File: config.mk
export PLATFORM = sky130hd
export DESIGN_NAME = rwhp_dpath
export DESIGN_NICKNAME = d
export VERILOG_FILES = /design/src/sv/riff_wave_header_parser_defines.svh /design/src/sv/rwhp_pkg.sv /design/src/sv/rwhp_dpath.sv
export SDC_FILE = /design/constraint.sdc
export NUM_CORES = 2
export LEC_CHECK = 0
export BUFFER_PORTS_ARGS = -buffer_cell sky130_fd_sc_hd__buf_2
export CAP_MARGIN = 20
export CELL_PAD_IN_SITES_DETAIL_PLACEMENT = 1
export CELL_PAD_IN_SITES_GLOBAL_PLACEMENT = 2
export CORE_MARGIN = 2
export CORE_UTILIZATION = 38
export DETAILED_ROUTE_END_ITERATION = 6
export PLACE_DENSITY_LB_ADDON = 0.12
export SLEW_MARGIN = 20
export SYNTH_ARGS = -nofsm -noshare
export SYNTH_HDL_FRONTEND = slang
export SYNTH_SLANG_ARGS = --single-unit
export TNS_END_PERCENT = 1
File: constraint.sdc
create_clock -name clk -period 6.8 [get_ports clk]
set_clock_uncertainty 0.15 [all_clocks]
set_input_delay 1.02 -clock clk [delete_from_list [all_inputs] [get_ports clk]]
set_output_delay 1.02 -clock clk [all_outputs]
set_load 0.02 [all_outputs]
File: src/sv/riff_wave_header_parser_defines.svh
// Assertion macros used by the RIFF/WAVE header parser top level
`ifndef RIFF_WAVE_HEADER_PARSER_DEFINES_SVH
`define RIFF_WAVE_HEADER_PARSER_DEFINES_SVH

// same-cycle implication, sampled on clk, off during reset
`define RWHP_ASSERT_NOW(lbl, ante, cons) \
  lbl: assert property (@(posedge clk) disable iff (!rst_n) (ante) |-> (cons)) \
    else $error("assertion failed");

// next-cycle implication, sampled on clk, off during reset
`define RWHP_ASSERT_NEXT(lbl, ante, cons) \
  lbl: assert property (@(posedge clk) disable iff (!rst_n) (ante) |=> (cons)) \
    else $error("assertion failed");

`endif

File: src/sv/rwhp_pkg.sv
// Package: types, codes and command/status structs of the RIFF/WAVE header parser
`default_nettype none
package rwhp_pkg;

  typedef struct packed {
    logic [7:0] file_byte;
    logic       first_byte;
    logic       last_byte;
  } in_item_t;

  typedef struct packed {
    logic [2:0]  status;
    logic [15:0] channel_count;
    logic [31:0] rate_hz;
    logic [15:0] sample_bits;
    logic [31:0] pcm_offset;
    logic [31:0] data_size;
    logic [31:0] frame_count;
  } out_item_t;

  localparam logic [2:0] ST_OK            = 3'd0;
  localparam logic [2:0] ST_NO_RIFF       = 3'd1;
  localparam logic [2:0] ST_NO_WAVE       = 3'd2;
  localparam logic [2:0] ST_FMT_SHORT     = 3'd3;
  localparam logic [2:0] ST_NOT_PCM       = 3'd4;
  localparam logic [2:0] ST_CHUNK_MISSING = 3'd5;
  localparam logic [2:0] ST_MISMATCH      = 3'd6;
  localparam logic [2:0] ST_ZERO_FRAME    = 3'd7;

  localparam logic [1:0] CFG_CHANNELS = 2'd0;
  localparam logic [1:0] CFG_RATE     = 2'd1;
  localparam logic [1:0] CFG_BITS     = 2'd2;

  localparam logic [15:0] RST_CHANNELS = 16'd1;
  localparam logic [31:0] RST_RATE     = 32'd16000;
  localparam logic [15:0] RST_BITS     = 16'd16;

  localparam logic [31:0] TAG_RIFF = 32'h4646_4952;
  localparam logic [31:0] TAG_WAVE = 32'h4556_4157;
  localparam logic [31:0] TAG_FMT  = 32'h2074_6D66;
  localparam logic [31:0] TAG_DATA = 32'h6174_6164;

  localparam logic [31:0] FMT_BASE_LEN = 32'd16;
  localparam logic [15:0] FMT_PCM      = 16'd1;

  typedef enum logic [4:0] {
    P_IDLE, P_RIFF, P_RIFFSIZE, P_WAVE, P_ID, P_SZ_FMT, P_SZ_DATA, P_SZ_OTHER,
    P_F_FORMAT, P_F_CHAN, P_F_RATE, P_F_BRATE, P_F_ALIGN, P_F_BITS, P_SKIP,
    P_DONE, P_MUL, P_ZCHK, P_DIV
  } phase_t;

  typedef enum logic [1:0] {SRC_ZERO, SRC_NOW, SRC_HELD} src_t;

  typedef struct packed {
    logic       clear;
    logic       pos_inc;
    logic       gather_en;
    logic       gather_n2;
    logic       ld_chunk;
    logic       ld_skip_other;
    logic       ld_skip_fmt;
    logic       skip_dec;
    logic       ld_format;
    logic       ld_chan;
    logic       ld_rate;
    logic       ld_bits;
    logic       set_fmt;
    logic       ld_data;
    logic       mul_go;
    logic       div_start;
    logic       div_step;
    logic       emit;
    logic [2:0] emit_status;
    src_t       emit_src;
  } cmd_t;

  typedef struct packed {
    logic field_done;
    logic tag_riff;
    logic tag_wave;
    logic tag_fmt;
    logic tag_data;
    logic size_lt16;
    logic size_zero;
    logic fmt_rest_zero;
    logic fmt_seen;
    logic cfg_match;
    logic format_pcm;
    logic skip_last;
    logic bpf_zero;
    logic div_last;
    logic out_pending;
  } stat_t;

endpackage
`default_nettype wire

File: src/sv/rwhp_dpath.sv
// Datapath: field gathering, header registers, frame divider and result register
`default_nettype none
module rwhp_dpath (
  input  wire logic              clk,
  input  wire logic              rst_n,
  input  wire rwhp_pkg::in_item_t in_data,
  input  wire rwhp_pkg::cmd_t    cmd,
  output rwhp_pkg::stat_t        stat,
  input  wire logic              cfg_we,
  input  wire logic [1:0]        cfg_index,
  input  wire logic [31:0]       cfg_wdata,
  output logic                   out_valid,
  input  wire logic              out_ready,
  output rwhp_pkg::out_item_t    out_data
);

  logic [15:0] cfg_ch_r, cfg_bits_r;
  logic [31:0] cfg_rate_r;
  logic [1:0]  idx_r, idx_nxt, idx_eff;
  logic [31:0] shift_r, shift_nxt, shift_eff, fv;
  logic [31:0] pos_r, pos_nxt, pos_eff;
  logic [31:0] chunk_r, chunk_nxt;
  logic [32:0] skip_r, skip_nxt;
  logic        fmt_r, fmt_nxt;
  logic [15:0] format_r, format_nxt;
  logic [15:0] ch_r, ch_nxt, bits_r, bits_nxt;
  logic [31:0] rate_r, rate_nxt;
  logic [31:0] doff_r, doff_nxt, dsize_r, dsize_nxt;
  logic [28:0] bpf_r, bpf_nxt;
  logic [31:0] q_r, q_nxt;
  logic [28:0] rem_r, rem_nxt;
  logic [4:0]  cnt_r, cnt_nxt;
  logic [29:0] rem_sh, rem_sub;
  logic        ge;
  logic        out_valid_r, out_valid_nxt;
  rwhp_pkg::out_item_t out_r, out_nxt;

  always_ff @(posedge clk) begin
    if (!rst_n) begin
      cfg_ch_r   <= rwhp_pkg::RST_CHANNELS;
      cfg_rate_r <= rwhp_pkg::RST_RATE;
      cfg_bits_r <= rwhp_pkg::RST_BITS;
    end else if (cfg_we) begin
      case (cfg_index)
        rwhp_pkg::CFG_CHANNELS: cfg_ch_r <= cfg_wdata[15:0];
        rwhp_pkg::CFG_RATE:     cfg_rate_r <= cfg_wdata;
        rwhp_pkg::CFG_BITS:     cfg_bits_r <= cfg_wdata[15:0];
        default: ;
      endcase
    end
  end

  always_comb begin
    idx_eff   = cmd.clear ? 2'd0 : idx_r;
    shift_eff = cmd.clear ? 32'd0 : shift_r;
    pos_eff   = cmd.clear ? 32'd0 : pos_r;
    fv        = shift_eff | ({24'd0, in_data.file_byte} << {idx_eff, 3'b000});
    stat.field_done = cmd.gather_n2 ? (idx_eff != 2'd0) : (idx_eff == 2'd3);

    idx_nxt   = idx_eff;
    shift_nxt = shift_eff;
    if (cmd.gather_en) begin
      if (stat.field_done) begin
        idx_nxt   = 2'd0;
        shift_nxt = 32'd0;
      end else begin
        idx_nxt   = idx_eff + 2'd1;
        shift_nxt = fv;
      end
    end
    pos_nxt = cmd.pos_inc ? pos_eff + 32'd1 : pos_r;

    chunk_nxt = cmd.ld_chunk ? fv : chunk_r;
    skip_nxt  = skip_r;
    if (cmd.ld_skip_other) skip_nxt = {1'b0, fv} + {32'd0, fv[0]};
    else if (cmd.ld_skip_fmt) skip_nxt = {1'b0, chunk_r - rwhp_pkg::FMT_BASE_LEN};
    else if (cmd.skip_dec) skip_nxt = skip_r - 33'd1;

    fmt_nxt    = cmd.set_fmt | (!cmd.clear & fmt_r);
    format_nxt = cmd.ld_format ? fv[15:0] : (cmd.clear ? 16'd0 : format_r);
    ch_nxt     = cmd.ld_chan ? fv[15:0] : (cmd.clear ? 16'd0 : ch_r);
    rate_nxt   = cmd.ld_rate ? fv : (cmd.clear ? 32'd0 : rate_r);
    bits_nxt   = cmd.ld_bits ? fv[15:0] : (cmd.clear ? 16'd0 : bits_r);
    doff_nxt   = cmd.ld_data ? pos_eff + 32'd1 : doff_r;
    dsize_nxt  = cmd.ld_data ? fv : dsize_r;
    bpf_nxt    = cmd.mul_go ? bits_r[15:3] * ch_r : bpf_r;

    rem_sh  = {rem_r, q_r[31]};
    rem_sub = rem_sh - {1'b0, bpf_r};
    ge      = rem_sh >= {1'b0, bpf_r};
    q_nxt   = q_r;
    rem_nxt = rem_r;
    cnt_nxt = cnt_r;
    if (cmd.div_start) begin
      q_nxt   = dsize_r;
      rem_nxt = 29'd0;
      cnt_nxt = 5'd0;
    end else if (cmd.div_step) begin
      q_nxt   = {q_r[30:0], ge};
      rem_nxt = ge ? rem_sub[28:0] : rem_sh[28:0];
      cnt_nxt = cnt_r + 5'd1;
    end

    stat.tag_riff      = fv == rwhp_pkg::TAG_RIFF;
    stat.tag_wave      = fv == rwhp_pkg::TAG_WAVE;
    stat.tag_fmt       = fv == rwhp_pkg::TAG_FMT;
    stat.tag_data      = fv == rwhp_pkg::TAG_DATA;
    stat.size_lt16     = fv < rwhp_pkg::FMT_BASE_LEN;
    stat.size_zero     = fv == 32'd0;
    stat.fmt_rest_zero = chunk_r == rwhp_pkg::FMT_BASE_LEN;
    stat.fmt_seen      = fmt_r;
    stat.cfg_match     = (ch_r == cfg_ch_r) && (rate_r == cfg_rate_r) &&
                         (bits_r == cfg_bits_r);
    stat.format_pcm    = format_r == rwhp_pkg::FMT_PCM;
    stat.skip_last     = skip_r <= 33'd1;
    stat.bpf_zero      = bpf_r == 29'd0;
    stat.div_last      = cnt_r == 5'd31;
    stat.out_pending   = out_valid_r;

    out_valid_nxt = cmd.emit | (out_valid_r & !out_ready);
    out_nxt       = out_r;
    if (cmd.emit) begin
      out_nxt.status        = cmd.emit_status;
      out_nxt.channel_count = ch_nxt;
      out_nxt.rate_hz       = rate_nxt;
      out_nxt.sample_bits   = bits_nxt;
      case (cmd.emit_src)
        rwhp_pkg::SRC_NOW: begin
          out_nxt.pcm_offset = pos_eff + 32'd1;
          out_nxt.data_size  = fv;
        end
        rwhp_pkg::SRC_HELD: begin
          out_nxt.pcm_offset = doff_r;
          out_nxt.data_size  = dsize_r;
        end
        default: begin
          out_nxt.pcm_offset = 32'd0;
          out_nxt.data_size  = 32'd0;
        end
      endcase
      out_nxt.frame_count = (cmd.emit_status == rwhp_pkg::ST_OK) ? q_nxt : 32'd0;
    end
  end

  always_ff @(posedge clk) begin
    if (!rst_n) begin
      idx_r       <= 2'd0;
      shift_r     <= 32'd0;
      pos_r       <= 32'd0;
      chunk_r     <= 32'd0;
      skip_r      <= 33'd0;
      fmt_r       <= 1'b0;
      format_r    <= 16'd0;
      ch_r        <= 16'd0;
      rate_r      <= 32'd0;
      bits_r      <= 16'd0;
      cnt_r       <= 5'd0;
      out_valid_r <= 1'b0;
    end else begin
      idx_r       <= idx_nxt;
      shift_r     <= shift_nxt;
      pos_r       <= pos_nxt;
      chunk_r     <= chunk_nxt;
      skip_r      <= skip_nxt;
      fmt_r       <= fmt_nxt;
      format_r    <= format_nxt;
      ch_r        <= ch_nxt;
      rate_r      <= rate_nxt;
      bits_r      <= bits_nxt;
      cnt_r       <= cnt_nxt;
      out_valid_r <= out_valid_nxt;
    end
  end

  always_ff @(posedge clk) begin
    doff_r  <= doff_nxt;
    dsize_r <= dsize_nxt;
    bpf_r   <= bpf_nxt;
    q_r     <= q_nxt;
    rem_r   <= rem_nxt;
    out_r   <= out_nxt;
  end

  assign out_valid = out_valid_r;
  assign out_data  = out_r;

endmodule
`default_nettype wire

---- After elaboration in Yosys (flattened, before gate mapping) ----
Index checks and enable logic that the tools add are counted.
storage, ports and cells
  memory bits (writable) .................. 0
  input bits .............................. 71
  register bits ........................... 599
  memory bits (read-only) ................. 0
  memories kept ........................... 0
  bits in latches ......................... 0
cells by class
  add/subtract/negate cells ............... 7
  multiplexer cells ....................... 23
  equal/unequal tests ..................... 15
  bitwise logic cells ..................... 6
  reduce and logical (&&, ||, !) cells .... 15
  divide/modulo/power cells ............... 0
  multipliers ............................. 1
  $lt $le $gt $ge ......................... 3
  shift operators ......................... 1
operator list
  cell                                                                    count
  32-bit two-way mux                                                      8
  64-bit one-hot mux with 2 select lines                                  1
  33-bit two-way mux                                                      3
  32-bit by 31-bit == test with 1-bit output, second input constant       3
  16-bit two-way mux                                                      6
  32-bit by 1-bit adder with 33-bit output                                1
  33-bit by 1-bit <= comparator with 1-bit output, second input constant  1
  33-bit by 1-bit subtractor with 33-bit output, second input constant    1
  32-bit by 1-bit adder with 32-bit output, second input constant         1
  16-bit == test                                                          2
  32-bit by 30-bit == test with 1-bit output, second input constant       1
  32-bit == test                                                          1
  32-bit by 5-bit == test with 1-bit output, second input constant        1
  32-bit zero test                                                        1
  32-bit by 5-bit < comparator with 1-bit output, second input constant   1
  32-bit bitwise OR                                                       1
  8-bit by 5-bit left shift with 32-bit output                            1
  32-bit by 5-bit subtractor with 32-bit output, second input constant    1
  30-bit by 29-bit greater-or-equal comparator with 1-bit output          1
  29-bit zero test                                                        1
  13-bit by 16-bit multiplier with 29-bit output                          1
  29-bit two-way mux                                                      1
  29-bit subtractor                                                       1
  16-bit by 1-bit == test with 1-bit output, second input constant        1
  other kinds (18)                                                        30

---- Logic depth before layout (Yosys ltp) ----
  depth after elaboration ................. 5
  mapped depth ............................ 23
  gate-level depth less buffers ........... 21

---- Worst setup path after synthesis ----
No wires, ideal clock.
  kind .................................... register to register
  start ................................... register bits_r[9]
  end ..................................... register bpf_r[28], data pin
  slack ................................... 962 ps
  buffers on the path ..................... 2
  cell stages (with the launch flop) ...... 20
  data arrival time ....................... 5553 ps
  period minus slack after synthesis ...... 5838 ps
  cells stage by stage .................... dfxtp_1 clkbuf_1 clkbuf_1 nand2_1 fa_1 fa_1 inv_1 fa_1 fa_1 fa_1 ha_1 a21o_1 a21oi_1 o21ai_0 a211oi_1 a21oi_1 o221ai_1 o221ai_1 or4_1 nand3_1
on the way
  longest elaborated chain between the ends .. 1
ends and longest elaborated chain
  item                                            RTL line           source
  start, declared                                 rwhp_dpath.sv:26   logic [15:0] ch_r, ch_nxt, bits_r, bits_nxt;
  start signal, assigned                          rwhp_dpath.sv:169  bits_r <= bits_nxt;
  13-bit by 16-bit multiplier with 29-bit output  rwhp_dpath.sv:86   bpf_nxt = cmd.mul_go ? bits_r[15:3] * ch_r : bpf_r;
  end signal, assigned                            rwhp_dpath.sv:178  bpf_r <= bpf_nxt;
  end, declared                                   rwhp_dpath.sv:29   logic [28:0] bpf_r, bpf_nxt;
Every way passes these cells.
A chain may end at the register's enable or synchronous reset.

---- Final worst setup path ----
  start ................................... register ch_r[7]
  end ..................................... register bpf_r[24], data pin
on the way
  longest elaborated chain between the ends .. 1
ends and longest elaborated chain
  item                                            RTL line           source
  start, declared                                 rwhp_dpath.sv:26
  start signal, assigned                          rwhp_dpath.sv:167  ch_r <= ch_nxt;
  13-bit by 16-bit multiplier with 29-bit output  rwhp_dpath.sv:86
Every way passes these cells.

==> flow_summary.toml <==
[place]
place.gp.congestion = 0.8438
io_buffers = 247
place_area_sq_um = 37350
hpwl_um = 81840
dp_cells = 4901

[clocking]
clock_latency_ps = 650
h-tree-depth = 3
cts_tree = "done"
hold_buffers = 0
clkTransAtPathRegs_ps = 60
post_cts_buffers = 0
cts_made_buffers = 72
ctsRootBufferMaster = "clkbuf_16"
clock-sinks = 599
cts.path.max_buffers = 3

[timing]
worst_pin_slew_ps = 1101
setup-violations-final = 0
fin_crit_ps = 6405
slew_viol_final = 0
finalHoldViolCount = 0
max_freq_mhz = 156.1
fin_hold_ws_ps = 328.2
fin_crit_sh_pct = 94.18
relSlewSlack_pct = 26.62
rsz0062_at_grt = "true"

[power]
power_density_nw_per_um2 = 234.0
max-vdd-ir-drop_v = 0.0001520
p_leak_nw = 17.03
total_power_mw = 9.327

[die]
die_w_um = 306.9
die_area_sq_um = 94180
placementRows = 111
start_util_pct = 38.21
core_sq_um = 91250
io_pins = 250
die_height_um = 306.9

[finish]
fin_cells = 5034
num_antenna_cells = 0
syn2layout_area_growth_pct = 14.32
fin_util_pct = 43.68
stdcell_area_sq_um = 39850
fillers = 10352
drive_above_1_share_pct = 12.63
fin_nets = 4132

[setup_path]
worst_path_max_delay_cell = "fa_1"
crit_path_frequent_cell = "fa_1"
crit_fanout = 14
required_ps = 7020
regToRegSetupSlack_ps = 400
crit_chain = "and2_1, fa_1, inv_1, fa_1, inv_1, fa_1, fa_1, inv_1, fa_1, inv_1, ha_1, o21ai_0, nand2b_1, nor3b_1, a211oi_1, buf_4, a21oi_1, o221ai_1, a21boi_1, nor4_1, a311o_1"
cp-start-kind = "flop"
cp.arrival_ps = 6630
end_kind = "flop"
max_stage_delay_ps = 540
crit_type = "reg2reg"

[yosys]
syn_area_sq_um = 34860
seq_area_frac_synth_pct = 41.75
yosys_warnings = 0
synthFlopType = "dfxtp_1"
syn-num-nets = 3953
ys_ff_latch = 599
ys_async_sr_fraction_pct = 0
synth_cells = 3610
ys_types = 88
syn_avg_cell_area_sq_um = 9.657
synth-edff-count = 256

[detailed_routing]
wl_um = 113300
drc_errors = 0
avgRoutedWirePerCell_um = 22.51
routed_via_density = 5.351
dr.first_iter.drc_count = 1444
vias = 26938
drt_pass1_iterations = 5
detail-route-antenna-nets = 0

[status]
outcome = "finished clean"

[global_routing]
grt_max_degree = 189
grt_usage_pct = 24.21
grt_pass1_wl_um = 176300
antenna_found_initial = 2
grt-ovfl-total = 0
grt_pass1_vias = 28867

[worst_hold_path]
hold_class = "reg2reg"

[run]
cap_violations = 0
-- cells by family after synthesis --
kind of cell / count (synthesis) / share of synthesized area [%]
simple gates: 1322 / 19.60
flops: 599 / 41.75
compound gates: 592 / 11.56
buf+inv: 507 / 5.620
xor+xnor: 210 / 5.276
mux: 108 / 3.108
fa+ha+maj: 272 / 13.10
-- path summary, 6_finish.rpt --
path / endpoint / start / cells past startpoint
max reg2reg: bpf_r[24] / ch_r[7] / 21
min reg2reg: cfg_rate_r[6] / cfg_rate_r[6] / 2
max: bpf_r[24] / ch_r[7] / 21
min: cfg_rate_r[6] / cfg_rate_r[6] / 2
-- critical path: cells and delay by family, from the launching register on --
kind / cells / cell delay [ps]
DFF: 1 / 520
and+or+nand+nor: 4 / 710
adders and majority gates: 6 / 2950
buffers and inverters: 5 / 370
AOI/OAI and AO/OA: 6 / 1420
-- power by group --
group | internal, mW | switching, mW | leakage [nW]
clock network | 2.44 | 1.64 | 1.21
logic | 0.421 | 0.772 | 10.4
registers | 3.92 | 0.135 | 5.42
-- metrics by stage --
step	setup TNS, ps	worst slack, ps
after floorplan	0	961.6
after global placement	0	311.7
after detailed placement	0	169.3
after CTS	0	143.3
after global routing	-32.74	-32.74
final	0	395.5
-- final cells by class --
| cell class | count | area [sq um] | area share, % |
|---|---|---|---|
| Clock buffer | 102 | 2098 | 5.265 |
| Multi-Input combinational cell | 2504 | 18410 | 46.20 |
| Tap cell | 1186 | 1484 | 3.723 |
| Sequential cell | 599 | 14560 | 36.54 |
| Timing Repair Buffer | 316 | 1789 | 4.489 |
| Clock inverter | 31 | 399.1 | 1.001 |
| Inverter | 296 | 1111 | 2.788 |
-- synthesized netlist by cell type (6+ instances only) --
cell	count	share of area [%]
nor2_1	198	2.1
mux2i_1	106	3.0
a31oi_1	11	0.20
o21bai_1	7	0.15
o21a_1	13	0.28
a21oi_2	6	0.15
or4_1	9	0.19
dfxtp_1	343	20
xnor2_1	86	2.2
ha_1	117	4.2
xor2_1	124	3.1
o21ai_0	126	1.8
inv_1	290	3.1
a21oi_1	105	1.5
o211a_1	17	0.49
a211oi_1	31	0.67
a21boi_0	69	1.5
and2_1	223	4.0
o221ai_1	8	0.20
nand2_1	411	4.4
nand3_1	63	0.90
edfxtp_1	256	22
a22o_1	41	1.0
a311oi_1	6	0.15
nand3b_1	15	0.32
nand4_1	30	0.54
fa_1	155	8.9
o22ai_1	10	0.18
nor3b_1	26	0.56
nand2b_1	65	1.2
buf_1	14	0.15
a22oi_1	79	1.7
and3_1	13	0.23
nor3_1	52	0.75
or3_1	10	0.18
nor2b_1	118	2.1
a21o_1	16	0.34
clkbuf_1	186	2.0
nor4_1	47	0.84
-- layer usage --
metal / global-route usage (%) / wire (um)
met4: 6.908 / 2937
met5: 0 / 8
met3: 2.750 / 3811
met1: 32.92 / 52660
met2: 40.63 / 53900
-- state kept, by name (all words and copies together) (netlist names), 29 cells and up --
register	flops
rem_r	29
cfg_rate_r	32
chunk_r	32
q_r	32
dsize_r	32
rate_r	32
pos_r	32
doff_r	32
out_data	163
bpf_r	29
shift_r	32
skip_r	33
-- what timing repair did --
item                                   in CTS  in global routing
setup endpoints to repair                   0                  2
gates resized for setup                     0                  7
endpoints found under the hold margin       0                  0
-- layout by cell type, fill, tap and decap left out, types with 63 or more instances in the layout --
cell and n:
ha_1 115, a21boi_0 68, mux2i_1 106, dfxtp_1 337, and2_1 223, edfxtp_1 256, o21ai_0 126, a21oi_1 100
buf_2 241, fa_1 155, nor2_1 194, nand3_1 63, nor2b_1 118, buf_4 72, nand2b_1 65, clkbuf_16 75
a22oi_1 79, inv_1 290, xnor2_1 86, nand2_1 411, xor2_1 124
No activity file was read; power rests on OpenSTA's default activity.
