**src/sv/riff_wave_header_parser_defines.svh**
```systemverilog
// Assertion macros used by the RIFF/WAVE header parser top level
`ifndef RIFF_WAVE_HEADER_PARSER_DEFINES_SVH
`define RIFF_WAVE_HEADER_PARSER_DEFINES_SVH

// same-cycle implication, sampled on clk, off during reset
`define RWHP_ASSERT_NOW(lbl, ante, cons) \
  lbl: assert property (@(posedge clk) disable iff (!rst_n) (ante) |-> (cons)) \
    else $error("assertion failed");

// next-cycle implication, sampled on clk, off during reset
`define RWHP_ASSERT_NEXT(lbl, ante, cons) \
  lbl: assert property (@(posedge clk) disable iff (!rst_n) (ante) |=> (cons)) \
    else $error("assertion failed");

`endif

```
**src/sv/rwhp_pkg.sv**
```systemverilog
// Package: types, codes and command/status structs of the RIFF/WAVE header parser
`default_nettype none
package rwhp_pkg;

  typedef struct packed {
    logic [7:0] file_byte;
    logic       first_byte;
    logic       last_byte;
  } in_item_t;

  typedef struct packed {
    logic [2:0]  status;
    logic [15:0] channel_count;
    logic [31:0] rate_hz;
    logic [15:0] sample_bits;
    logic [31:0] pcm_offset;
    logic [31:0] data_size;
    logic [31:0] frame_count;
  } out_item_t;

  localparam logic [2:0] ST_OK            = 3'd0;
  localparam logic [2:0] ST_NO_RIFF       = 3'd1;
  localparam logic [2:0] ST_NO_WAVE       = 3'd2;
  localparam logic [2:0] ST_FMT_SHORT     = 3'd3;
  localparam logic [2:0] ST_NOT_PCM       = 3'd4;
  localparam logic [2:0] ST_CHUNK_MISSING = 3'd5;
  localparam logic [2:0] ST_MISMATCH      = 3'd6;
  localparam logic [2:0] ST_ZERO_FRAME    = 3'd7;

  localparam logic [1:0] CFG_CHANNELS = 2'd0;
  localparam logic [1:0] CFG_RATE     = 2'd1;
  localparam logic [1:0] CFG_BITS     = 2'd2;

  localparam logic [15:0] RST_CHANNELS = 16'd1;
  localparam logic [31:0] RST_RATE     = 32'd16000;
  localparam logic [15:0] RST_BITS     = 16'd16;

  localparam logic [31:0] TAG_RIFF = 32'h4646_4952;
  localparam logic [31:0] TAG_WAVE = 32'h4556_4157;
  localparam logic [31:0] TAG_FMT  = 32'h2074_6D66;
  localparam logic [31:0] TAG_DATA = 32'h6174_6164;

  localparam logic [31:0] FMT_BASE_LEN = 32'd16;
  localparam logic [15:0] FMT_PCM      = 16'd1;

  typedef enum logic [4:0] {
    P_IDLE, P_RIFF, P_RIFFSIZE, P_WAVE, P_ID, P_SZ_FMT, P_SZ_DATA, P_SZ_OTHER,
    P_F_FORMAT, P_F_CHAN, P_F_RATE, P_F_BRATE, P_F_ALIGN, P_F_BITS, P_SKIP,
    P_DONE, P_MUL, P_ZCHK, P_DIV
  } phase_t;

  typedef enum logic [1:0] {SRC_ZERO, SRC_NOW, SRC_HELD} src_t;

  typedef struct packed {
    logic       clear;
    logic       pos_inc;
    logic       gather_en;
    logic       gather_n2;
    logic       ld_chunk;
    logic       ld_skip_other;
    logic       ld_skip_fmt;
    logic       skip_dec;
    logic       ld_format;
    logic       ld_chan;
    logic       ld_rate;
    logic       ld_bits;
    logic       set_fmt;
    logic       ld_data;
    logic       mul_go;
    logic       div_start;
    logic       div_step;
    logic       emit;
    logic [2:0] emit_status;
    src_t       emit_src;
  } cmd_t;

  typedef struct packed {
    logic field_done;
    logic tag_riff;
    logic tag_wave;
    logic tag_fmt;
    logic tag_data;
    logic size_lt16;
    logic size_zero;
    logic fmt_rest_zero;
    logic fmt_seen;
    logic cfg_match;
    logic format_pcm;
    logic skip_last;
    logic bpf_zero;
    logic div_last;
    logic out_pending;
  } stat_t;

endpackage
`default_nettype wire

```
**src/sv/rwhp_ctrl.sv**
```systemverilog
// Controller: parse phase state machine issuing datapath commands
`default_nettype none
module rwhp_ctrl (
  input  wire logic              clk,
  input  wire logic              rst_n,
  input  wire logic              in_valid,
  output logic                   in_ready,
  input  wire rwhp_pkg::in_item_t in_data,
  input  wire rwhp_pkg::stat_t   stat,
  output rwhp_pkg::cmd_t         cmd
);

  rwhp_pkg::phase_t phase_r, phase_nxt, phase_eff;
  logic accept, active, busy;

  always_comb begin
    busy      = (phase_r == rwhp_pkg::P_MUL) || (phase_r == rwhp_pkg::P_ZCHK) ||
                (phase_r == rwhp_pkg::P_DIV);
    in_ready  = !stat.out_pending && !busy;
    accept    = in_valid && in_ready;
    phase_eff = (accept && in_data.first_byte) ? rwhp_pkg::P_RIFF : phase_r;
    active    = accept && (phase_eff != rwhp_pkg::P_IDLE) &&
                (phase_eff != rwhp_pkg::P_DONE);
  end

  always_comb begin
    cmd           = '0;
    cmd.emit_src  = rwhp_pkg::SRC_ZERO;
    cmd.clear     = accept && in_data.first_byte;
    cmd.pos_inc   = active;
    cmd.gather_en = active && (phase_eff != rwhp_pkg::P_SKIP);
    if (active) begin
      case (phase_eff)
        rwhp_pkg::P_RIFF: begin
          if (stat.field_done && !stat.tag_riff) begin
            cmd.emit        = 1'b1;
            cmd.emit_status = rwhp_pkg::ST_NO_RIFF;
          end
        end
        rwhp_pkg::P_WAVE: begin
          if (stat.field_done && !stat.tag_wave) begin
            cmd.emit        = 1'b1;
            cmd.emit_status = rwhp_pkg::ST_NO_WAVE;
          end
        end
        rwhp_pkg::P_SZ_FMT: begin
          cmd.ld_chunk = stat.field_done;
          if (stat.field_done && stat.size_lt16) begin
            cmd.emit        = 1'b1;
            cmd.emit_status = rwhp_pkg::ST_FMT_SHORT;
          end
        end
        rwhp_pkg::P_SZ_DATA: begin
          cmd.ld_data = stat.field_done;
          if (stat.field_done && (!stat.fmt_seen || !stat.cfg_match)) begin
            cmd.emit        = 1'b1;
            cmd.emit_src    = rwhp_pkg::SRC_NOW;
            cmd.emit_status = stat.fmt_seen ? rwhp_pkg::ST_MISMATCH :
                                              rwhp_pkg::ST_CHUNK_MISSING;
          end
        end
        rwhp_pkg::P_SZ_OTHER: begin
          cmd.ld_chunk      = stat.field_done;
          cmd.ld_skip_other = stat.field_done;
        end
        rwhp_pkg::P_F_FORMAT: begin
          cmd.gather_n2 = 1'b1;
          cmd.ld_format = stat.field_done;
        end
        rwhp_pkg::P_F_CHAN: begin
          cmd.gather_n2 = 1'b1;
          cmd.ld_chan   = stat.field_done;
        end
        rwhp_pkg::P_F_RATE: cmd.ld_rate = stat.field_done;
        rwhp_pkg::P_F_ALIGN: cmd.gather_n2 = 1'b1;
        rwhp_pkg::P_F_BITS: begin
          cmd.gather_n2 = 1'b1;
          cmd.ld_bits   = stat.field_done;
          if (stat.field_done) begin
            if (!stat.format_pcm) begin
              cmd.emit        = 1'b1;
              cmd.emit_status = rwhp_pkg::ST_NOT_PCM;
            end else begin
              cmd.set_fmt     = 1'b1;
              cmd.ld_skip_fmt = 1'b1;
            end
          end
        end
        rwhp_pkg::P_SKIP: cmd.skip_dec = 1'b1;
        default: ;
      endcase
      if (in_data.last_byte && !cmd.emit && !cmd.ld_data) begin
        cmd.emit        = 1'b1;
        cmd.emit_src    = rwhp_pkg::SRC_ZERO;
        cmd.emit_status = rwhp_pkg::ST_CHUNK_MISSING;
      end
    end else begin
      case (phase_r)
        rwhp_pkg::P_MUL: cmd.mul_go = 1'b1;
        rwhp_pkg::P_ZCHK: begin
          if (stat.bpf_zero) begin
            cmd.emit        = 1'b1;
            cmd.emit_src    = rwhp_pkg::SRC_HELD;
            cmd.emit_status = rwhp_pkg::ST_ZERO_FRAME;
          end else begin
            cmd.div_start = 1'b1;
          end
        end
        rwhp_pkg::P_DIV: begin
          cmd.div_step = 1'b1;
          if (stat.div_last) begin
            cmd.emit        = 1'b1;
            cmd.emit_src    = rwhp_pkg::SRC_HELD;
            cmd.emit_status = rwhp_pkg::ST_OK;
          end
        end
        default: ;
      endcase
    end
  end

  always_comb begin
    phase_nxt = phase_eff;
    if (active) begin
      case (phase_eff)
        rwhp_pkg::P_RIFF:     if (stat.field_done) phase_nxt = rwhp_pkg::P_RIFFSIZE;
        rwhp_pkg::P_RIFFSIZE: if (stat.field_done) phase_nxt = rwhp_pkg::P_WAVE;
        rwhp_pkg::P_WAVE:     if (stat.field_done) phase_nxt = rwhp_pkg::P_ID;
        rwhp_pkg::P_ID: begin
          if (stat.field_done) begin
            if (stat.tag_fmt) phase_nxt = rwhp_pkg::P_SZ_FMT;
            else if (stat.tag_data) phase_nxt = rwhp_pkg::P_SZ_DATA;
            else phase_nxt = rwhp_pkg::P_SZ_OTHER;
          end
        end
        rwhp_pkg::P_SZ_FMT:   if (stat.field_done) phase_nxt = rwhp_pkg::P_F_FORMAT;
        rwhp_pkg::P_SZ_DATA:  if (stat.field_done) phase_nxt = rwhp_pkg::P_MUL;
        rwhp_pkg::P_SZ_OTHER: begin
          if (stat.field_done)
            phase_nxt = stat.size_zero ? rwhp_pkg::P_ID : rwhp_pkg::P_SKIP;
        end
        rwhp_pkg::P_F_FORMAT: if (stat.field_done) phase_nxt = rwhp_pkg::P_F_CHAN;
        rwhp_pkg::P_F_CHAN:   if (stat.field_done) phase_nxt = rwhp_pkg::P_F_RATE;
        rwhp_pkg::P_F_RATE:   if (stat.field_done) phase_nxt = rwhp_pkg::P_F_BRATE;
        rwhp_pkg::P_F_BRATE:  if (stat.field_done) phase_nxt = rwhp_pkg::P_F_ALIGN;
        rwhp_pkg::P_F_ALIGN:  if (stat.field_done) phase_nxt = rwhp_pkg::P_F_BITS;
        rwhp_pkg::P_F_BITS: begin
          if (stat.field_done)
            phase_nxt = stat.fmt_rest_zero ? rwhp_pkg::P_ID : rwhp_pkg::P_SKIP;
        end
        rwhp_pkg::P_SKIP:     if (stat.skip_last) phase_nxt = rwhp_pkg::P_ID;
        default: ;
      endcase
    end else begin
      case (phase_r)
        rwhp_pkg::P_MUL:  phase_nxt = rwhp_pkg::P_ZCHK;
        rwhp_pkg::P_ZCHK: phase_nxt = rwhp_pkg::P_DIV;
        default: ;
      endcase
    end
    if (cmd.emit) phase_nxt = rwhp_pkg::P_DONE;
  end

  always_ff @(posedge clk) begin
    if (!rst_n) begin
      phase_r <= rwhp_pkg::P_IDLE;
    end else begin
      phase_r <= phase_nxt;
    end
  end

endmodule
`default_nettype wire

```
**config.mk**
```make
export PLATFORM = sky130hd
export DESIGN_NAME = rwhp_ctrl
export DESIGN_NICKNAME = d
export VERILOG_FILES = /design/src/sv/riff_wave_header_parser_defines.svh /design/src/sv/rwhp_pkg.sv /design/src/sv/rwhp_ctrl.sv
export SDC_FILE = /design/constraint.sdc
export NUM_CORES = 1
export LEC_CHECK = 0
export BUFFER_PORTS_ARGS = -buffer_cell sky130_fd_sc_hd__buf_4
export CAP_MARGIN = 0
export CORE_UTILIZATION = 43
export DETAILED_ROUTE_END_ITERATION = 12
export PLACE_DENSITY = 0.82
export SKIP_CTS_REPAIR_TIMING = 1
export SLEW_MARGIN = 20
export SYNTH_ARGS = -nofsm -noshare
export SYNTH_HDL_FRONTEND = slang
export SYNTH_SLANG_ARGS = --single-unit
```
**constraint.sdc**
```tcl
create_clock -name clk -period 1.9 [get_ports clk]
set_input_delay 0.19 -clock clk [delete_from_list [all_inputs] [get_ports clk]]
set_output_delay 0.19 -clock clk [all_outputs]
set_load 0.005 [all_outputs]
```
### Word level (Yosys, flattened, before mapping)

Cells that the tools add are included.

| cells by class | value |
|---|---|
| add/subtract/negate cells | 0 |
| multiply operators | 0 |
| divide/modulo/power cells | 0 |
| order comparisons | 0 |
| eq/ne operators | 19 |
| shifts and indexed selects | 0 |
| muxes and demuxes | 57 |
| bitwise gates (word level) | 1 |
| reduce and logical (&&, ||, !) cells | 27 |

Operators by type and width:

| operator | number |
|---|---|
| $mux W5 | 16 |
| $pmux W5 S14 | 1 |
| $mux W4 | 9 |
| $eq A5 B4 Y1 const B | 7 |
| $mux W6 | 5 |
| $eq A5 B3 Y1 const B | 4 |
| $pmux W4 S5 | 1 |
| $mux W1 | 17 |
| $eq A5 B5 Y1 const B | 3 |
| $logic_and A1 B1 Y1 | 12 |
| $pmux W6 S2 | 1 |
| $mux W11 | 1 |
| $eq A5 B2 Y1 const B | 2 |
| $ne A5 B4 Y1 const B | 2 |
| $pmux W5 S2 | 1 |
| $logic_not A1 Y1 | 8 |
| $mux W2 | 4 |
| $eq A5 B1 Y1 const B | 1 |
| $reduce_bool A5 Y1 | 1 |
| $reduce_or A2 Y1 | 2 |
| $reduce_or A4 Y1 | 1 |
| $logic_or A1 B1 Y1 | 3 |
| $mux W3 | 1 |
| $not A1 Y1 | 1 |

| storage, ports and cells | value |
|---|---|
| register bits | 5 |
| latch bits | 0 |
| RAM bits | 0 |
| bits in read-only memories | 0 |
| bits of input ports | 28 |
| output and inout bits | 24 |
| memories kept | 0 |

### Depth between registers and ports, before layout

Gate-level depths: netlist (run 1).

| logic depth | value |
|---|---|
| depth in word-level cells | 18 |
| depth in mapped cells | 9 |
| depth with buffers taken out | 7 |

### Worst setup path after synthesis (run 1)

OpenSTA, ideal clock, no wires.

| timing path | value |
|---|---|
| kind | reg2out |
| start point | register phase_r[4] |
| end point | output cmd[14] (netlist bit) |
| data arrival time | 1.695 ns |
| required time | 1.710 ns |
| path slack | 0.015 ns |
| cell stages (with the launch flop) | 9 |
| buffers on the path | 1 |
| cells stage by stage | dfxtp_1 -> buf_4 -> nor3b_1 -> a21oi_1 -> o21ai_2 -> inv_2 -> nand2_1 -> or4_4 -> nor3_2 |

RTL lines:

| item | RTL line | RTL |
|---|---|---|
| from (decl) | rwhp_ctrl.sv:13 | `rwhp_pkg::phase_t phase_r, phase_nxt, phase_eff;` |
| from (signal assigned) | rwhp_ctrl.sv:166 | `phase_r <= rwhp_pkg::P_IDLE;` |
| from (signal assigned) | rwhp_ctrl.sv:168 | `phase_r <= phase_nxt;` |
| to (decl) | rwhp_ctrl.sv:10 | `output rwhp_pkg::cmd_t cmd` |

==> flow_summary.json, run 1 <==
{
  "antenna_cells": 0,
  "cts_tree": "done",
  "reg.largest.list": "phase_r (5)",
  "final_common_cell": "buf_4",
  "rsz0062_at_grt": "yes",
  "synth_area_leader_cell": "dfxtp_1",
  "grt_util_met2_pct": 56.3,
  "power_mw": 0.695,
  "hold_start": "rst_n",
  "outcome": "complete, but fails checks",
  "fmax_ghz": 0.445,
  "slowest_stage": "or3_4",
  "grt_max_degree": 19,
  "final_cells": 296,
  "synth_edf_count": 0,
  "syn_inst": 182,
  "cts.sinks": 5,
  "htreeDepth": 1,
  "skew_ns": 0.00406,
  "clockBufferDepth": 2,
  "clk_pin_slew_ns": 0.05,
  "post-route-period-util_pct": 118,
  "setup.worst_path.class": "reg2out",
  "final_cell_mix": "buf_4 (93), nand2_1 (15), a21oi_1 (15), nor2_1 (14), o21ai_0 (9)",
  "grt_util_met3_pct": 3.06,
  "setup_violations": 17,
  "ioPinCount": 52,
  "min_path_type": "in2reg",
  "maxSlewHeadroom_pct": 69.8,
  "cap_violations": 0,
  "worst_slack_ns": -0.349,
  "grt_util_all_layers_pct": 33.3,
  "cts_root_buffer": "clkbuf_4",
  "num_vias": 1853,
  "ys.flop_type": "dfxtp_1",
  "grt_pass1_vias": 1551,
  "yosysSeqAreaShare_pct": 8.47,
  "fp.coreArea_sq_um": 2540,
  "drt-vias-per-instance": 6.26,
  "crit_arrival_ns": 2.06,
  "fp.dieH_um": 54.4,
  "place_hpwl_mm": 3.62,
  "final_hold_viol_count": 0,
  "r2r_start": "phase_r[2]",
  "antenna_found_initial": 0,
  "dpl.cell_count": 290,
  "drtPass1Iterations": 5,
  "drive_above_1_share_pct": 50.4,
  "ys_warn_count": 0,
  "worst_setup_path_end_kind": "output port",
  "p_leak_nw": 0.890,
  "synth.avg_cell_area_sq_um": 6.49,
  "crit_family": "simple AND/OR/NAND/NOR gates",
  "cpMostUsedCell": "or3_4",
  "final_area_sq_um": 1990,
  "grt_busiest_layer": "met2",
  "yosys-top-cells-area": "dfxtp_1 (8.5%), a21oi_1 (6.4%), nor2_1 (5.4%)",
  "antenna_left": 0,
  "portBuffers": 43,
  "fp-row-count": 18,
  "placed_cell_area_sq_um": 1840,
  "die_w_um": 54.4,
  "timing.hold.ws_ns": 0.174,
  "crit_buf_inv": 1,
  "grt_pass1_wl_mm": 7.11,
  "ys_async_sr_fraction_pct": 0,
  "drt_first_iter_violations": 84,
  "violations": "negative setup slack",
  "routed_wl_mm": 5.07,
  "grt_overflow": 0,
  "start_util_pct": 46.4,
  "period_needed_ns": 2.25,
  "synth_top_area_share_pct": 8.47,
  "grt.met1_usage_pct": 44.3,
  "wl_per_cell_um": 17.1,
  "numCtsBuffers": 3,
  "crit_fanout": 8,
  "synth_cell_types": 53,
  "reg2reg_slack_ns": -0.11,
  "largest_reg_flops": 5,
  "largest_register": "phase_r",
  "cellPowerDensity_nw_per_um2": 350,
  "peakVddDrop_mv": 0.547,
  "syn-cell-area_sq_um": 1180,
  "layout.nets": 295,
  "syn_nets": 210,
  "worst_pin_slew_ns": 0.448,
  "crit_chain": "or3_4, or3_4, a21oi_4, o31ai_4, a21boi_2, o21ai_1, buf_4",
  "crit_required_ns": 1.71,
  "die_area_sq_um": 2960,
  "cpPeakStageDelay_ns": 0.37,
  "drc_errors": 0,
  "syn_to_final_growth_pct": 68.1,
  "drv_slew": 0,
  "ys_seq_elements": 5,
  "cp-start-kind": "flip-flop",
  "clock_latency_ns": 0.24,
  "critPathLaunch": "phase_r[2]",
  "routabilityCongestion": 0.954
}
[metal layers]
layer / vias to the layer above / wire length [um]
met5: - / 0
met1: 856 / 1970
met2: 122 / 2530
met3: 14 / 471
met4: 0 / 94
li1: 861 / -
[path summary, 6_finish.rpt]
check                                  end  cells past startpoint
worst min-delay path            phase_r[2]                      2
worst min register to register  phase_r[4]                      3
worst max register to register  phase_r[3]                      7
worst max-delay path                cmd[2]                      7
[area by class of cell]
| cell class | instances | area, sq um |
|---|---|---|
| clock buffers | 3 | 22.5 |
| repair buffers | 95 | 721 |
| inverters | 7 | 30.0 |
| multi-input cells | 155 | 1060 |
| well taps | 30 | 37.5 |
| clock inverters | 1 | 5.00 |
| flip-flops and latches | 5 | 111 |
| fillers | 185 | 559 |
[metrics by stage]
stage               setup slack [ns]  setup TNS, ns  utilization (%)
floorplan                     0.0150              0                -
global placement             -0.0895         -0.332             72.3
detailed placement            -0.212          -1.08             72.3
CTS                           -0.482          -4.68             73.4
global route                  -0.404          -4.45             78.0
finish                        -0.349          -3.11             78.0
[report_power, final]
| group | internal, mW | switching, mW |
|---|---|---|
| sequential | 0.114 | 0.0181 |
| combinational | 0.218 | 0.223 |
| clock | 0.0763 | 0.0461 |
[Yosys cell counts, types with 4 or more instances]
| cell type | count |
|---|---|
| a211oi_1 | 5 |
| a21oi_1 | 15 |
| buf_2 | 5 |
| buf_4 | 4 |
| clkbuf_1 | 4 |
| dfxtp_1 | 5 |
| inv_1 | 5 |
| nand2_1 | 15 |
| nand2b_1 | 5 |
| nand3_1 | 7 |
| nor2_1 | 17 |
| nor2b_1 | 4 |
| nor3_1 | 6 |
| nor3b_1 | 4 |
| nor4_1 | 4 |
| o21a_1 | 5 |
| o21ai_0 | 12 |
| or3_1 | 4 |
[cell families (layout without fill, tap and decap cells)]
logic type      after synthesis  count (layout)  share of synthesized area (%)
compound gates               67              67                           40.1
buf+inv                      22             106                           8.79
flops                         5               5                           8.47
mux                           4               4                           3.60
simple gates                 84              84                           39.0
Note: power is estimated with default switching activity, not from simulation.
==> run 2, diff against run 1 <==
Settings changed: CELL_PAD_IN_SITES_DETAIL_PLACEMENT set to 0, CELL_PAD_IN_SITES_GLOBAL_PLACEMENT set to 1, CORE_UTILIZATION 43 to 29, MAX_ROUTING_LAYER set to met4, PLACE_DENSITY 0.82 to 0.74.
==> flow_summary.json, run 2 (synthesis results as in run 1) <==
{
  "outcome": "complete, but fails checks",
  "violations": "negative setup slack",
  "skew_ns": 0.00106,
  "final_util_pct": 56.3,
  "final_area_sq_um": 2120,
  "fp-row-count": 22,
  "grt_util_met2_pct": 35.5,
  "cpPeakStageDelay_ns": 0.38,
  "die_area_sq_um": 4330,
  "antenna_found_initial": 0,
  "final_cell_mix": "buf_4 (106), nand2_1 (14), a21oi_1 (14), nor2_1 (13), o21ai_0 (9)",
  "crit_required_ns": 1.71,
  "peakVddDrop_mv": 0.440,
  "slowest_stage": "or3_4",
  "drtPass1Iterations": 4,
  "drt-vias-per-instance": 5.32,
  "place_hpwl_mm": 3.81,
  "htreeDepth": 1,
  "fmax_ghz": 0.454,
  "fp.dieH_um": 65.8,
  "worst_setup_path_end_kind": "output port",
  "drt_first_iter_violations": 85,
  "placed_cell_area_sq_um": 1940,
  "rsz0062_at_grt": "yes",
  "setup.worst_path.class": "reg2out",
  "drv_slew": 0,
  "fp.coreArea_sq_um": 3770,
  "crit_fanout": 10,
  "layout.nets": 307,
  "grt.met1_usage_pct": 33.3,
  "die_w_um": 65.8,
  "nFillCells": 363,
  "grt_util_met3_pct": 0.172,
  "setup_violations": 16,
  "crit_chain": "or3_4, or3_4, a21oi_4, o31ai_4, a21boi_1, o21ai_1, buf_4",
  "numCtsBuffers": 3,
  "largest_reg_flops": 5,
  "largest_register": "phase_r",
  "post-route-period-util_pct": 116,
  "wl_per_cell_um": 14.6,
  "crit_arrival_ns": 2.01,
  "cap_violations": 0,
  "min_path_type": "in2reg",
  "worst_slack_ns": -0.301,
  "clockBufferDepth": 2,
  "final_hold_viol_count": 0,
  "antenna_left": 0,
  "grt_pass1_vias": 1565,
  "routed_wl_mm": 4.77,
  "cellPowerDensity_nw_per_um2": 368,
  "maxSlewHeadroom_pct": 77.0,
  "reg.largest.list": "phase_r (5)",
  "drc_errors": 0,
  "cpMostUsedCell": "or3_4",
  "grt_util_all_layers_pct": 23.0,
  "grt_pass1_wl_mm": 7.53,
  "start_util_pct": 31.3,
  "p_leak_nw": 0.958,
  "cts_tree": "done",
  "clk_pin_slew_ns": 0.03,
  "routabilityCongestion": 0.929,
  "syn_to_final_growth_pct": 79.8,
  "antenna_cells": 0,
  "clock_latency_ns": 0.22,
  "grt_busiest_layer": "met2",
  "period_needed_ns": 2.20,
  "drive_above_1_share_pct": 52.9,
  "cts.sinks": 5,
  "ioPinCount": 52,
  "num_vias": 1735,
  "final_common_cell": "buf_4",
  "cp-start-kind": "flip-flop",
  "cts_root_buffer": "clkbuf_8",
  "grt_max_degree": 17,
  "worst_pin_slew_ns": 0.346,
  "portBuffers": 43,
  "grt_overflow": 0
}
## run 2: cell types whose count changed in the layout (fill, tap and decap cells not counted), moves of 2 or more
| cell | delta |
|---|---|
| buf_4 | +13 |
| clkbuf_4 | -3 |
| clkbuf_8 | +3 |
| nor3_1 | -2 |
| nor3_2 | +3 |
## run 2: worst paths after layout
| kind | endpoint | slack (ns) | cells past startpoint | from |
|---|---|---|---|---|
| worst min register to register | phase_r[4] | 0.66 | 3 | phase_r[4] |
| worst min-delay path | phase_r[3] | 0.20 | 2 | rst_n |
| worst max register to register | phase_r[1] | -0.07 | 9 | phase_r[1] |
| worst max-delay path | cmd[4] | -0.30 | 7 | phase_r[2] |
## run 2: critical path: cells and delay by family (launching register included)
kind,cells,cell delay [ns]
flops,1,0.37
simple gates,2,0.74
buf+inv,1,0.14
compound gates,4,0.54
## run 2: final cells by class
class                   count  area [sq um]  share of cell area [%]
repair buffers            107           807                    38.0
inverters                   7          30.0                    1.41
flip-flops and latches      5           111                    5.24
clock buffers               4          45.0                    2.12
multi-input cells         155          1070                    50.4
well taps                  48          60.1                    2.83
## run 2: per-layer routing
layer	vias to the layer above	part of all wire (%)
met5	-	0
met4	0	0.90
met3	4	4.8
met2	61	45
met1	787	49
li1	883	-
## run 2: per-stage QoR
| step | TNS [ns] | hold slack (ns) | setup slack (ns) | total power, mW | cells |
|---|---|---|---|---|---|
| 2_1_floorplan | 0 | 0.307 | 0.0150 | 0.336 | 182 |
| 3_3_place_gp | -1.30 | 0.423 | -0.169 | 0.544 | 318 |
| 3_5_place_dp | -1.83 | 0.422 | -0.216 | 0.545 | 318 |
| 4_1_cts | -5.16 | 0.192 | -0.459 | 0.753 | 322 |
| 5_1_grt | -3.96 | 0.196 | -0.347 | 0.830 | 326 |
| 6_report | -2.42 | 0.196 | -0.301 | 0.782 | 326 |
## run 2: where the power goes
part	switching (mW)	internal (mW)	total, mW
clock network	0.0547	0.144	0.199
logic	0.219	0.235	0.454
registers	0.0156	0.114	0.129
total	0.289	0.493	0.782
==> run 3, diff against run 2 <==
Settings changed: CORE_UTILIZATION 29 to 34, PLACE_DENSITY 0.74 to 0.82.
Clock period 1.9 ns to 2.82 ns, I/O delays scaled along.
==> flow_summary.json, run 3 (synthesis results as in run 1) <==
{
  "grt_util_all_layers_pct": 23.2,
  "grt_pass1_wl_mm": 6.24,
  "numCtsBuffers": 3,
  "outcome": "complete, no violations",
  "clock_latency_ns": 0.24,
  "antenna_found_initial": 0,
  "cts_root_buffer": "clkbuf_4",
  "setup_tns_ns": 0,
  "die_area_sq_um": 3710,
  "largest_reg_flops": 5,
  "crit_fanout": 12,
  "cellPowerDensity_nw_per_um2": 240,
  "skew_ns": 0.00228,
  "antenna_cells": 0,
  "reg.largest.list": "phase_r (5)",
  "worst_setup_path_end_kind": "output port",
  "final_hold_viol_count": 0,
  "layout.nets": 253,
  "drt_first_iter_violations": 83,
  "grt_pass1_vias": 1266,
  "cp-start-kind": "flip-flop",
  "multi_input_area_sq_um": 977,
  "clk_pin_slew_ns": 0.04,
  "drtPass1Iterations": 4,
  "final_area_sq_um": 1590,
  "syn_to_final_growth_pct": 34.6,
  "fmax_ghz": 0.381,
  "period_needed_ns": 2.63,
  "cts.sinks": 5,
  "routabilityCongestion": 0.893,
  "portBuffers": 43,
  "cap_violations": 0,
  "ff_latch_area_sq_um": 101,
  "crit_required_ns": 2.54,
  "placed_cell_area_sq_um": 1560,
  "grt_max_degree": 17,
  "maxSlewHeadroom_pct": 61.1,
  "slowest_stage": "dfxtp_1",
  "wl_per_cell_um": 14.6,
  "drive_above_1_share_pct": 31.7,
  "fp-row-count": 21,
  "p_leak_nw": 0.653,
  "fp.coreArea_sq_um": 3340,
  "min_path_type": "in2reg",
  "cpMostUsedCell": "buf_4",
  "num_vias": 1540,
  "antenna_left": 0,
  "worst_pin_slew_ns": 0.584,
  "htreeDepth": 1,
  "drt-vias-per-instance": 5.70,
  "final_cell_mix": "buf_4 (53), nor2_1 (17), nand2_1 (15), a21oi_1 (15), o21ai_0 (12)",
  "power_mw": 0.381,
  "setup_violations": 0,
  "final_util_pct": 47.7,
  "crit_arrival_ns": 2.34,
  "routed_wl_mm": 3.94,
  "drv_slew": 0,
  "largest_register": "phase_r",
  "nFillCells": 333,
  "setup.worst_path.class": "reg2out",
  "cpPeakStageDelay_ns": 0.57,
  "rsz0062_at_grt": "no",
  "final_common_cell": "buf_4",
  "ioPinCount": 52,
  "cts_tree": "done",
  "crit_chain": "nor3b_1, buf_4, a21oi_1, o21ai_2, inv_2, nand2_1, or4_4, nor3_2, buf_4",
  "start_util_pct": 35.4,
  "die_w_um": 60.9,
  "drc_errors": 0,
  "place_hpwl_mm": 3.06,
  "fp.dieH_um": 60.9,
  "post-route-period-util_pct": 93.1,
  "clockBufferDepth": 2,
  "peakVddDrop_mv": 0.233,
  "grt_overflow": 0
}
-- run 3: layer usage --
| metal | routed length (um) | track usage (%) | up-vias |
|---|---|---|---|
| li1 | - | - | 768 |
| met1 | 1940 | 34.5 | 713 |
| met2 | 1800 | 34.7 | 59 |
| met3 | 197 | 1.28 | 0 |
| met4 | 0 | 3.90 | 0 |
| met5 | 0 | - | - |
-- run 3: worst max-delay path: cells and delay by family, from the launching register on --
| kind | cells | cell delay (ns) |
|---|---|---|
| AO/OA/AOI/OAI | 2 | 0.37 |
| AND/OR/NAND/NOR | 4 | 0.73 |
| flip-flops | 1 | 0.57 |
| buffers and inverters | 3 | 0.43 |
-- run 3: path summary, 6_finish.rpt --
kind / endpoint / slack, ns / depth (start not counted) / start
hold / removal: phase_r[3] / 0.28 / 2 / rst_n
hold reg to reg: phase_r[4] / 0.58 / 2 / phase_r[4]
setup reg to reg: phase_r[0] / 0.53 / 7 / phase_r[1]
setup / recovery: cmd[14] / 0.19 / 9 / phase_r[3]
-- run 3: through the flow --
step / instances / hold WS [ns] / worst slack (ns)
after floorplan: 182 / 0.399 / 0.843
after global placement: 266 / 0.515 / 0.375
after detailed placement: 266 / 0.521 / 0.403
after CTS: 270 / 0.270 / 0.139
after global routing: 270 / 0.290 / 0.0187
final: 270 / 0.280 / 0.195
-- run 3: area by class of cell --
type	instances	area share (%)
multi-input combinational	155	61.4
timing repair buffer	53	25.0
sequential	5	6.37
tap	46	3.62
inverter	7	1.89
clock buffer	4	1.65
-- run 3: report_power, final --
group / total [mW] / leakage (nW) / internal (mW) / switching, mW
logic: 0.207 / 0.597 / 0.0932 / 0.114
registers: 0.0933 / 0.0413 / 0.0762 / 0.0170
clock network: 0.0811 / 0.0150 / 0.0534 / 0.0277
